==> src/rtl/core/trtt_pkg.sv <==
// ----------------------------------------------------------------------------
// trtt_pkg: shared types and constants for the trigger rule table
// request and result structs, opcode, comparator and status codes
// ----------------------------------------------------------------------------
`timescale 1ns / 1ps
`default_nettype none

package trtt_pkg;

  localparam int MAX_RULES     = 12;
  localparam int PENDING_DEPTH = 8;
  localparam int VALUE_W       = 32;

  localparam int OPCODE_W  = 3;
  localparam int RULE_ID_W = 4;
  localparam int CMP_W     = 3;
  localparam int STATUS_W  = 3;
  localparam int COUNT_W   = 32;
  localparam int FILL_W    = 4;

  localparam int SLOT_W = (MAX_RULES > 1) ? $clog2(MAX_RULES) : 1;
  localparam int PTR_W  = (PENDING_DEPTH > 1) ? $clog2(PENDING_DEPTH) : 1;

  typedef enum logic [OPCODE_W-1:0] {
    OP_ADD   = 3'd0,
    OP_DEL   = 3'd1,
    OP_CLEAR = 3'd2,
    OP_EVAL  = 3'd3,
    OP_POP   = 3'd4
  } opcode_t;

  typedef enum logic [CMP_W-1:0] {
    CMP_GT = 3'd0,
    CMP_LT = 3'd1,
    CMP_GE = 3'd2,
    CMP_LE = 3'd3,
    CMP_EQ = 3'd4,
    CMP_NE = 3'd5
  } cmp_t;

  typedef enum logic [STATUS_W-1:0] {
    ST_OK        = 3'd0,
    ST_BAD_CMP   = 3'd1,
    ST_FULL      = 3'd2,
    ST_NO_RULE   = 3'd3,
    ST_PEND_EMPTY = 3'd4
  } status_t;

  typedef struct packed {
    logic [OPCODE_W-1:0]       opcode;
    logic [RULE_ID_W-1:0]      rule_index;
    logic [CMP_W-1:0]          comparator;
    logic signed [VALUE_W-1:0] threshold;
    logic                      level_mode;
    logic signed [VALUE_W-1:0] sample_value;
    logic                      read_ok;
  } req_t;

  typedef struct packed {
    logic [STATUS_W-1:0]  status;
    logic                 fired;
    logic [RULE_ID_W-1:0] rule_id;
    logic [COUNT_W-1:0]   fire_count;
    logic [FILL_W-1:0]    pending_count;
  } res_t;

endpackage

`default_nettype wire

==> src/rtl/core/threshold_rule_trigger_table.sv <==
// ----------------------------------------------------------------------------
// threshold_rule_trigger_table: trigger rule table with pending id queue
// holds up to twelve compare rules; add, delete, clear, evaluate and pop
// requests each give one result, with fired ids queued in an 8-entry fifo
// ----------------------------------------------------------------------------
// A request is taken at any clock edge where start is high; busy is never
// raised, so one request per cycle is sustained. Each request gives exactly
// one result. In the cycle after it is taken, the request register feeds the
// rule lookup, compare and table update logic. The result register captures
// the answer at the next edge. out_valid is then high for a single cycle with
// out_res. The receiver cannot stall, so it must take every result in the
// cycle it appears. Back-to-back requests see each other's table and queue
// updates, because the single read-modify-write of the slot registers and
// fifo pointers completes at the edge that ends the lookup cycle.
`timescale 1ns / 1ps
`default_nettype none

module threshold_rule_trigger_table
  import trtt_pkg::*;
(
  input  wire  clk,
  input  wire  rst_n,
  input  wire  start,
  output logic busy,
  input  req_t in_req,
  output logic out_valid,
  output res_t out_res
);

  // request register
  logic req_valid_r;
  req_t req_r;

  // rule table
  logic [MAX_RULES-1:0]      slot_active_r;
  logic [CMP_W-1:0]          slot_cmp_r      [MAX_RULES];
  logic signed [VALUE_W-1:0] slot_thr_r      [MAX_RULES];
  logic                      slot_level_r    [MAX_RULES];
  logic                      slot_was_true_r [MAX_RULES];
  logic [COUNT_W-1:0]        slot_fires_r    [MAX_RULES];

  // pending fifo
  logic [SLOT_W-1:0] pend_ids_r [PENDING_DEPTH];
  logic [PTR_W-1:0]  pend_head_r, pend_head_nxt;
  logic [FILL_W-1:0] pend_fill_r, pend_fill_nxt;

  // result register
  logic out_valid_r;
  res_t out_res_r, out_res_nxt;

  // update controls from the compute cycle
  logic              add_we, del_we, clr_all, eval_we, fire_we, push_we;
  logic [SLOT_W-1:0] free_idx, sel_idx;
  logic              cond_now;
  logic [COUNT_W-1:0] fires_inc;
  logic [PTR_W-1:0]  pend_tail;

  assign busy = 1'b0;

  always_ff @(posedge clk) begin
    if (!rst_n) begin
      req_valid_r <= 1'b0;
    end else begin
      req_valid_r <= start && !busy;
    end
    req_r <= in_req;
  end

  assign sel_idx   = req_r.rule_index[SLOT_W-1:0];
  assign pend_tail = pend_head_r + pend_fill_r[PTR_W-1:0];
  assign fires_inc = slot_fires_r[sel_idx] + COUNT_W'(1);

  always_comb begin
    logic free_found;
    logic sel_ok;
    logic fire;
    free_found    = 1'b0;
    free_idx      = '0;
    sel_ok        = 1'b0;
    fire          = 1'b0;
    cond_now      = 1'b0;
    add_we        = 1'b0;
    del_we        = 1'b0;
    clr_all       = 1'b0;
    eval_we       = 1'b0;
    fire_we       = 1'b0;
    push_we       = 1'b0;
    pend_head_nxt = pend_head_r;
    pend_fill_nxt = pend_fill_r;
    out_res_nxt   = '0;
    out_res_nxt.status = ST_OK;

    // lowest free slot
    for (int i = MAX_RULES - 1; i >= 0; i--) begin
      if (!slot_active_r[i]) begin
        free_found = 1'b1;
        free_idx   = SLOT_W'(i);
      end
    end

    // index in range and slot in use
    if ({1'b0, req_r.rule_index} < (RULE_ID_W + 1)'(MAX_RULES)) begin
      sel_ok = slot_active_r[sel_idx];
    end

    // comparator of the selected rule against the sample
    case (slot_cmp_r[sel_idx])
      CMP_GT:  cond_now = req_r.sample_value >  slot_thr_r[sel_idx];
      CMP_LT:  cond_now = req_r.sample_value <  slot_thr_r[sel_idx];
      CMP_GE:  cond_now = req_r.sample_value >= slot_thr_r[sel_idx];
      CMP_LE:  cond_now = req_r.sample_value <= slot_thr_r[sel_idx];
      CMP_EQ:  cond_now = req_r.sample_value == slot_thr_r[sel_idx];
      CMP_NE:  cond_now = req_r.sample_value != slot_thr_r[sel_idx];
      default: cond_now = 1'b0;
    endcase

    if (req_valid_r) begin
      case (req_r.opcode)
        OP_ADD: begin
          // invalid comparator is checked before a full table
          if (req_r.comparator > CMP_NE) begin
            out_res_nxt.status = ST_BAD_CMP;
          end else if (!free_found) begin
            out_res_nxt.status = ST_FULL;
          end else begin
            add_we = 1'b1;
            out_res_nxt.rule_id = RULE_ID_W'(free_idx);
          end
        end
        OP_DEL: begin
          if (!sel_ok) begin
            out_res_nxt.status = ST_NO_RULE;
          end else begin
            del_we = 1'b1;
          end
        end
        OP_CLEAR: begin
          clr_all = 1'b1;
        end
        OP_EVAL: begin
          if (!sel_ok) begin
            out_res_nxt.status = ST_NO_RULE;
          end else if (!req_r.read_ok) begin
            // failed read keeps edge state and reports the current count
            out_res_nxt.fire_count = slot_fires_r[sel_idx];
          end else begin
            eval_we = 1'b1;
            fire = slot_level_r[sel_idx] ? cond_now
                                         : (cond_now && !slot_was_true_r[sel_idx]);
            if (fire) begin
              fire_we = 1'b1;
              out_res_nxt.fired      = 1'b1;
              out_res_nxt.fire_count = fires_inc;
              // id is dropped when the queue is full
              if (pend_fill_r < FILL_W'(PENDING_DEPTH)) begin
                push_we       = 1'b1;
                pend_fill_nxt = pend_fill_r + FILL_W'(1);
              end
            end else begin
              out_res_nxt.fire_count = slot_fires_r[sel_idx];
            end
          end
        end
        OP_POP: begin
          if (pend_fill_r == '0) begin
            out_res_nxt.status = ST_PEND_EMPTY;
          end else begin
            out_res_nxt.rule_id = RULE_ID_W'(pend_ids_r[pend_head_r]);
            pend_head_nxt = pend_head_r + PTR_W'(1);
            pend_fill_nxt = pend_fill_r - FILL_W'(1);
          end
        end
        default: begin
          // unused opcodes report ok and change nothing
        end
      endcase
    end

    out_res_nxt.pending_count = pend_fill_nxt;
  end

  // control state of the table and fifo
  always_ff @(posedge clk) begin
    if (!rst_n) begin
      slot_active_r <= '0;
      pend_head_r   <= '0;
      pend_fill_r   <= '0;
      out_valid_r   <= 1'b0;
    end else begin
      if (clr_all) begin
        slot_active_r <= '0;
      end
      if (add_we) begin
        slot_active_r[free_idx] <= 1'b1;
      end
      if (del_we) begin
        slot_active_r[sel_idx] <= 1'b0;
      end
      pend_head_r <= pend_head_nxt;
      pend_fill_r <= pend_fill_nxt;
      out_valid_r <= req_valid_r;
    end
  end

  // rule payload and queued ids, written before they are read
  always_ff @(posedge clk) begin
    if (add_we) begin
      slot_cmp_r[free_idx]      <= req_r.comparator;
      slot_thr_r[free_idx]      <= req_r.threshold;
      slot_level_r[free_idx]    <= req_r.level_mode;
      slot_was_true_r[free_idx] <= 1'b0;
      slot_fires_r[free_idx]    <= '0;
    end
    if (eval_we) begin
      slot_was_true_r[sel_idx] <= cond_now;
    end
    if (fire_we) begin
      slot_fires_r[sel_idx] <= fires_inc;
    end
    if (push_we) begin
      pend_ids_r[pend_tail] <= sel_idx;
    end
    out_res_r <= out_res_nxt;
  end

  assign out_valid = out_valid_r;
  assign out_res   = out_res_r;

endmodule

`default_nettype wire
==> config.mk <==
export PLATFORM = sky130hd
export DESIGN_NAME = threshold_rule_trigger_table
export DESIGN_NICKNAME = d
export VERILOG_FILES = /design/src/rtl/core/trtt_pkg.sv /design/src/rtl/core/threshold_rule_trigger_table.sv
export SDC_FILE = /design/constraint.sdc
export NUM_CORES = 1
export LEC_CHECK = 0
export BUFFER_PORTS_ARGS = -buffer_cell sky130_fd_sc_hd__clkbuf_2
export CAP_MARGIN = 30
export CELL_PAD_IN_SITES_DETAIL_PLACEMENT = 0
export CELL_PAD_IN_SITES_GLOBAL_PLACEMENT = 2
export CORE_MARGIN = 5
export CORE_UTILIZATION = 40
export DETAILED_ROUTE_END_ITERATION = 12
export PLACE_DENSITY = 0.72
export SLEW_MARGIN = 20
export SYNTH_ARGS = -nofsm -noshare
export SYNTH_HDL_FRONTEND = slang
export SYNTH_SLANG_ARGS = --single-unit
==> constraint.sdc <==
create_clock -name clk -period 10.6 [get_ports clk]
set_input_delay 2.12 -clock clk [delete_from_list [all_inputs] [get_ports clk]]
set_output_delay 2.12 -clock clk [all_outputs]
set_load 0.01 [all_outputs]
==> results by group, run 1 <==
Outcome
  • Outcome: complete, no violations

Yosys
  • YS warnings: 0
  • Synth Flop Type: edfxtp_1
  • Seq/Total Area, Yosys: 73.09%
  • Cells after Synth: 2,174
  • Yosys cell types: 88
  • Post-Syn Nets: 2,291
  • Netlist Area Pre-Place: 39,280 um^2
  • Asr flop ratio synth: 0%
  • Cell accounting for the most synthesized area: edfxtp_1
  • Top-area cell type share of the netlist area: 65.75%
  • Most common cell in the netlist: edfxtp_1
  • Yosys reg bits: 1,004
  • Top cells by count, synth: edfxtp_1 (860), nand2_1 (195), mux4_2 (189)
  • Mean Syn Cell Area: 18.07 um^2
  • Number of synthesized flops with an enable pin: 860
  • Top cells by area, synth: edfxtp_1 (66%), mux4_2 (11%), dfxtp_1 (7.3%)

Timing
  • Setup-failing EPs final: 0
  • RSZ-0062 raised after global routing: false
  • Crit share post-route: 65.22%
  • Fin. max-slew vios: 0
  • Worst Max-Slew Pin Slew: 979.8 ps
  • Hold Slack: 537.3 ps
  • Final worst path period need: 6913 ps
  • Endpoints failing hold: 0
  • Slew headroom: 34.68%
  • Fin Setup TNS: 0 ps
  • Setup Skew: 42.50 ps
  • Maximum clock rate: 0.1446 GHz

Worst setup path
  • Crit end category: flop
  • CP Max Fanout: 86
  • Slowest cell on crit path: dfxtp_4
  • Crit path max-delay family: compound AO/OA/AOI/OAI gates
  • CP Launch Type: flop
  • CP dominant cell by count: a21oi_1
  • CP Data Required Time: 10,950 ps
  • CP cell instances: buf_12, mux4_2, nand2_1, a21oi_1, a21oi_1, ha_1, nand4_1, nor3_1, a21boi_0, o41ai_1, a21oi_1, mux2i_2, a21o_1, buf_4, inv_2, nand2_1, o21ai_4, buf_4
  • CP peak stage delay: 820 ps
  • CP Buf/Inv Count: 4
  • Worst setup path class: flop to flop
  • Worst EP arrival: 7260 ps

CTS
  • H-tree depth: 3
  • Num CTS Buffers: 103
  • Cts hold-fix bufs: 0
  • Longest Clk Path Bufs: 3
  • Clock Latency Late Sink: 710 ps
  • Post-CTS Setup Bufs: 0
  • CTS clk-pin slew, worst paths: 70 ps
  • CTS tree: done
  • TritonCTS Sinks: 1,004
  • Post-cts sizing count: 0
  • Root buffer selected by CTS: clkbuf_16

Floorplanning
  • Initial core utilization: 40.08%
  • Chip width: 323.4 um
  • Row cnt: 115
  • # IOs: 125
  • Core ar.: 97,990 um^2
  • Die area: 104,600 um^2
  • Die H: 323.4 um

Pwr
  • Leakage: 14.01 nW
  • Pwr Density: 183.5 nW/um^2
  • Total power: 8.233 mW
  • Max VDD drop: 0.1839 mV

Placement
  • Placed cell area: 41,400 um^2
  • DP HPWL: 52,540 um
  • Gpl congestion: 0.7818
  • Number of port buffers: 123

Drt
  • DR pass1 iterations: 7
  • Drt wl/cell: 25.37 um
  • Drt total wl: 94,270 um
  • WL met3: 5055 um
  • M1 WL: 41,990 um
  • Post-DRT Antenna Nets: 0
  • DRC: 0
  • Vias/cell: 5.441
  • Top Layer Used: met4
  • Drt initial violations: 1,743
  • Vias post-DR: 20.22k
  • Met2 wire len: 45,310 um

Layout
  • Ant diodes: 0
  • Fill count: 8,352
  • Layout cell share with drive strength beyond 1: 24.78%
  • Layout area overhead: 14.24%
  • Fin nets: 2,456
  • Final Cell Area: 44,870 um^2

Global routing
  • Total congestion overflow: 0
  • First-pass GRT wire length: 140,300 um
  • Vias in the first global route: 21.20k
  • Largest net degree at the start of global routing: 106
  • Total GRT Usage: 18.10%
  • Initial antenna violation count: 2

Job
  • Max-cap viol count: 0

Worst hold path
  • HP Class: flop to flop
==> sequential cells by signal, summed over array words and instances (netlist names), named ones only <==
name             cells
pend_ids_r          32
pend_fill_r          4
out_res             44
slot_active_r       12
req_valid_r          1
slot_fires_r       384
pend_head_r          3
sel_idx              4
slot_thr_r         384
slot_was_true_r     12
slot_cmp_r          36
slot_level_r        12
req_r               72
out_valid            1
==> worst paths after layout <==
kind               startpoint                  end  slack (ps)  depth (start not counted)
min          slot_active_r[5]     slot_active_r[5]         540                          2
max                sel_idx[0]  slot_fires_r[6][26]        3690                         18
min reg2reg  slot_active_r[5]     slot_active_r[5]         540                          2
max reg2reg        sel_idx[0]  slot_fires_r[6][26]        3690                         18
==> placed cells by master (no fill, tap or decap), drive strengths merged, types with 8 or more instances in the layout <==
cell type  count
inv           28
o21a           9
buf           41
edfxtp       860
a31oi          8
a21o          14
dfxtp        144
ha            37
and3          16
o211ai         8
nand2        196
o21bai         8
o21ai         15
clkinv        40
nor2         120
nand4         26
nand2b        12
xor2          14
nor3          26
nor4           8
nor2b         12
mux2i          9
a31o          22
xnor2         28
mux4         212
a21oi        138
nand3         23
clkbuf       269
==> metal layers <==
layer,vias to the layer above,global-route usage (%)
li1,8997,-
met1,10540,25.82
met2,559,29.52
met3,123,2.797
met4,0,4.564
met5,-,0
==> cell type report <==
class / instances / area, um^2 / share of cell area, %
sequential: 1004 / 28720 / 64.01
multi-input combinational: 1040 / 10020 / 22.32
clock buffer: 146 / 3012 / 6.712
tap: 1287 / 1610 / 3.589
timing repair buffer: 165 / 957.2 / 2.133
clock inverter: 49 / 457.9 / 1.021
inverter: 25 / 93.84 / 0.2091
==> power breakdown <==
group	internal (mW)	leakage, nW	switching (mW)
clock	2.05	1.71	1.55
combinational	0.126	4.11	0.189
sequential	4.28	8.19	0.0443
total	6.45	14.0	1.78
==> cell families after synthesis <==
kind of cell | after synthesis | share of synthesized area [%]
fa+ha+maj | 38 | 1.230
xor+xnor | 42 | 0.9366
compound gates | 273 | 4.616
mux | 222 | 12.64
buf+inv | 130 | 1.873
simple gates | 464 | 5.597
flops | 1004 | 73.09
other cells | 1 | 0.009548
==> worst reg2reg max path: cells and delay by family, from the launching register on <==
family,cells,cell delay [ps]
AO/OA/AOI/OAI,7,2090
buffers and inverters,4,1610
multiplexers,2,960
AND/OR/NAND/NOR,4,960
adder cells (fa/ha/maj),1,140
flip-flops,1,820
==> per-stage QoR <==
step                setup slack (ps)  std cells  utilization, %
finish                          3687       3716           45.79
global route                    3181       3716           45.79
CTS                             3525       3716           45.79
detailed placement              3561       3521           42.25
global placement                3790       3519           42.23
floorplan                       3186       2174               -
No activity file was read; power rests on OpenSTA's default activity.
==> inputs of run 2 (changes only) <==
ABC_AREA = 1   (was not set)
PLACE_DENSITY = 0.76   (was 0.72)
clock period = 6.4 ns   (was 10.6 ns; I/O delays follow)
==> run 2 against run 1 <==
  * Register-to-register slack got worse by 3200 ps
  * Non-clock buffer count increased by 36
  * Final cell count increased by 16%
  * Via count increased by 15%
  * Synthesized cell count increased by 28%
  * Sequential cell count unchanged
  * Largest cell class unchanged
  * Highest routed layer unchanged
==> results by group, run 2 <==
Floorplanning
  • Die area: 102,500 um^2 (-1.9%)
  • Row cnt: 113 (-1.7%)
  • Die H: 320.2 um (-0.97%)
  • Chip width: 320.2 um (-0.97%)
  • Core ar.: 95,290 um^2 (-2.7%)
  • Initial core utilization: 40.39% (+0.31 points)
  • # IOs: 125 (unchanged)

Yosys
  • YS warnings: 0 (unchanged)
  • Top cells by count, synth: edfxtp_1 (860), nand2_1 (427), a22oi_1 (359)
  • Yosys reg bits: 1,004 (unchanged)
  • Cell accounting for the most synthesized area: edfxtp_1
  • Top-area cell type share of the netlist area: 67.09% (+1.3 points)
  • Netlist Area Pre-Place: 38,490 um^2 (-2.0%)
  • Asr flop ratio synth: 0% (unchanged)
  • Cells after Synth: 2,791 (+28%)
  • Post-Syn Nets: 2,908 (+27%)
  • Number of synthesized flops with an enable pin: 860 (unchanged)
  • Most common cell in the netlist: edfxtp_1
  • Synth Flop Type: edfxtp_1
  • Top cells by area, synth: edfxtp_1 (67%), dfxtp_1 (7.5%), a22oi_1 (7.0%)
  • Mean Syn Cell Area: 13.79 um^2 (-24%)
  • Seq/Total Area, Yosys: 74.58% (+1.5 points)
  • Yosys cell types: 55 (-38%)

Worst setup path
  • CP Max Fanout: 43 (-50%)
  • CP Launch Type: flop
  • Worst setup path class: flop to flop
  • CP Data Required Time: 6680 ps (-4270 ps)
  • Worst EP arrival: 6220 ps (-1040 ps)
  • Crit end category: flop
  • Worst-case reg-to-reg path depth: 24 (+6)

Timing
  • Worst Setup Slack, final: 461.8 ps (-3225 ps)
  • Fin Setup TNS: 0 ps (unchanged)
  • Setup-failing EPs final: 0 (unchanged)
  • Slew headroom: 37.11% (+2.4 points)
  • Setup Skew: 26.31 ps (-16.19 ps)
  • Crit share post-route: 92.78% (+28 points)
  • Hold Slack: 476.4 ps (-60.89 ps)
  • Fin. max-slew vios: 0 (unchanged)
  • Maximum clock rate: 0.1684 GHz (+16%)
  • Worst Max-Slew Pin Slew: 939.9 ps (-39.81 ps)
  • RSZ-0062 raised after global routing: false
  • Final worst path period need: 5938 ps (-975.1 ps)
  • Endpoints failing hold: 0 (unchanged)

CTS
  • Num CTS Buffers: 103 (unchanged)
  • CTS clk-pin slew, worst paths: 60 ps (about the same)
  • H-tree depth: 3 (unchanged)
  • Longest Clk Path Bufs: 3 (unchanged)
  • Root buffer selected by CTS: clkbuf_16
  • TritonCTS Sinks: 1,004 (unchanged)
  • Clock Latency Late Sink: 670 ps (-40 ps)
  • CTS tree: done
  • Cts hold-fix bufs: 0 (unchanged)
  • Post-CTS Setup Bufs: 0 (unchanged)

Outcome
  • Outcome: complete, no violations

Placement
  • Placed cell count: 4,116 (+17%)
  • DP HPWL: 58,890 um (+12%)
  • Pre-CTS WS: 287.7 ps (-3273 ps)
  • Gpl congestion: 0.8215 (+5.1%)
  • Number of port buffers: 123 (unchanged)

Layout
  • Largest registers: slot_fires_r x384, slot_thr_r x384, req_r x72
  • Ant diodes: 0 (unchanged)
  • Fill count: 8,370 (+0.22%)
  • FF/Latch Area: 28,710 um^2 (about the same)
  • Fin nets: 3,078 (+25%)
  • Post-route insts no fill: 4,311 (+16%)
  • Commonest non-fill, non-tap cells in the layout: edfxtp_1 (860), nand2_1 (427), a22oi_1 (359)
  • Layout area overhead: 15.49%
  • Area of the multi-input gates: 8712 um^2 (-13%)
  • Layout cell share with drive strength beyond 1: 14.67% (-10 points)
  • Util after Layout: 46.65% (+0.86 points)
  • Commonest non-fill, non-tap cell in the layout: edfxtp_1

Drt
  • Vias post-DR: 23.28k (+15%)
  • DRC: 0 (unchanged)
  • Drt initial violations: 1,974 (+13%)
  • Post-DRT Antenna Nets: 0 (unchanged)
  • DR pass1 iterations: 6 (-1)
  • Drt wl/cell: 23.01 um (-9.3%)
  • Vias/cell: 5.400 (-0.76%)
  • Drt total wl: 99,210 um (+5.2%)

Worst hold path
  • HP Class: flop to flop
  • Worst hold stages: 2 (unchanged)

Global routing
  • Vias in the first global route: 23.75k (+12%)
  • Initial antenna violation count: 0 (-2)
  • Largest net degree at the start of global routing: 79 (-25%)
  • Total congestion overflow: 0 (unchanged)
  • Total GRT Usage: 19.01% (+0.92 points)
  • First-pass GRT wire length: 149,400 um (+6.5%)

Pwr
  • Leakage: 14.76 nW (+5.4%)
  • Max VDD drop: 0.2400 mV (+31%)
  • Pwr Density: 313.6 nW/um^2 (+71%)

Job
  • Max-cap viol count: 0 (unchanged)
-- run 2: cell count changes after synthesis, moves of 21 or more --
cell	change
mux4_2	-189
nand3_1	+59
nor3_1	+21
inv_1	+112
a21oi_1	+28
o21ai_0	+46
xnor2_1	-24
a22oi_1	+357
nor2_1	+34
nand2_1	+232
mux4_1	-23
-- run 2: final cells by class --
type	count	share of cell area, %
clock buffers	136	6.400
repair buffers	201	3.152
flip-flops and latches	1004	64.58
inverters	146	1.244
multi-input cells	1505	19.60
clock inverters	54	1.469
well taps	1265	3.560
-- run 2: stage by stage --
stage	power (mW)	cell area, um^2
after floorplan	7.708	38490
after global placement	7.963	40860
after detailed placement	7.969	40900
after CTS	14.07	44400
after global routing	14.43	44460
final	13.94	44460
-- run 2: path summary, 6_finish.rpt --
check	startpoint	to	slack, ps
max	sel_idx[1]	slot_fires_r[0][25]	460
min	req_valid_r	out_valid	480
max reg2reg	sel_idx[1]	slot_fires_r[0][25]	460
min reg2reg	req_valid_r	out_valid	480
-- run 2: where the power goes --
group,internal [mW],switching [mW]
clock network,3.66,2.45
logic,0.223,0.476
registers,7.08,0.0524
total,11.0,2.98
-- run 2: repair_timing --
item | 4_1_cts | 5_1_grt
setup endpoints to repair | 0 | 309
gates resized for setup | 0 | 1
endpoints found under the hold margin | 0 | 0
-- run 2: cell families (layout without fill, tap and decap cells) --
logic type | count (synthesis) | in the layout | synth area share [%]
muxes | 7 | 7 | 0.1820
other | 1 | 1 | 0.009742
adders and majority gates | 38 | 38 | 1.255
xor gates and xnor gates | 27 | 27 | 0.6143
DFF | 1004 | 1004 | 74.58
and+or+nand+nor | 786 | 786 | 8.919
AOI/OAI and AO/OA | 646 | 646 | 11.04
buffers and inverters | 282 | 537 | 3.400
-- run 2: routing by layer --
metal	track usage, %	vias to the layer above	routed length (um)
li1	-	10770	-
met4	4.923	0	1989
met2	32.31	619	48450
met5	0	-	0
met3	2.800	129	4969
met1	25.92	11760	43800
-- run 2: worst max-delay path: stages, from the launching register on --
cell and delay, ps:
dfxtp_1 500, nor2_4 630, buf_12 340, buf_4 240, a22oi_1 100, a21oi_1 170, nor3_1 80, ha_1 300
nand2_1 80, nor2_1 230, nand2_1 90, nand2_1 110, nand2_1 60, nand2_1 80, nand2_1 80, nand3_1 80
nand3_1 110, o21ai_1 140, inv_1 110, a21oi_4 400, nand2_2 220, o21ai_1 290, nand3b_1 310, nor2_4 160
buf_4 530
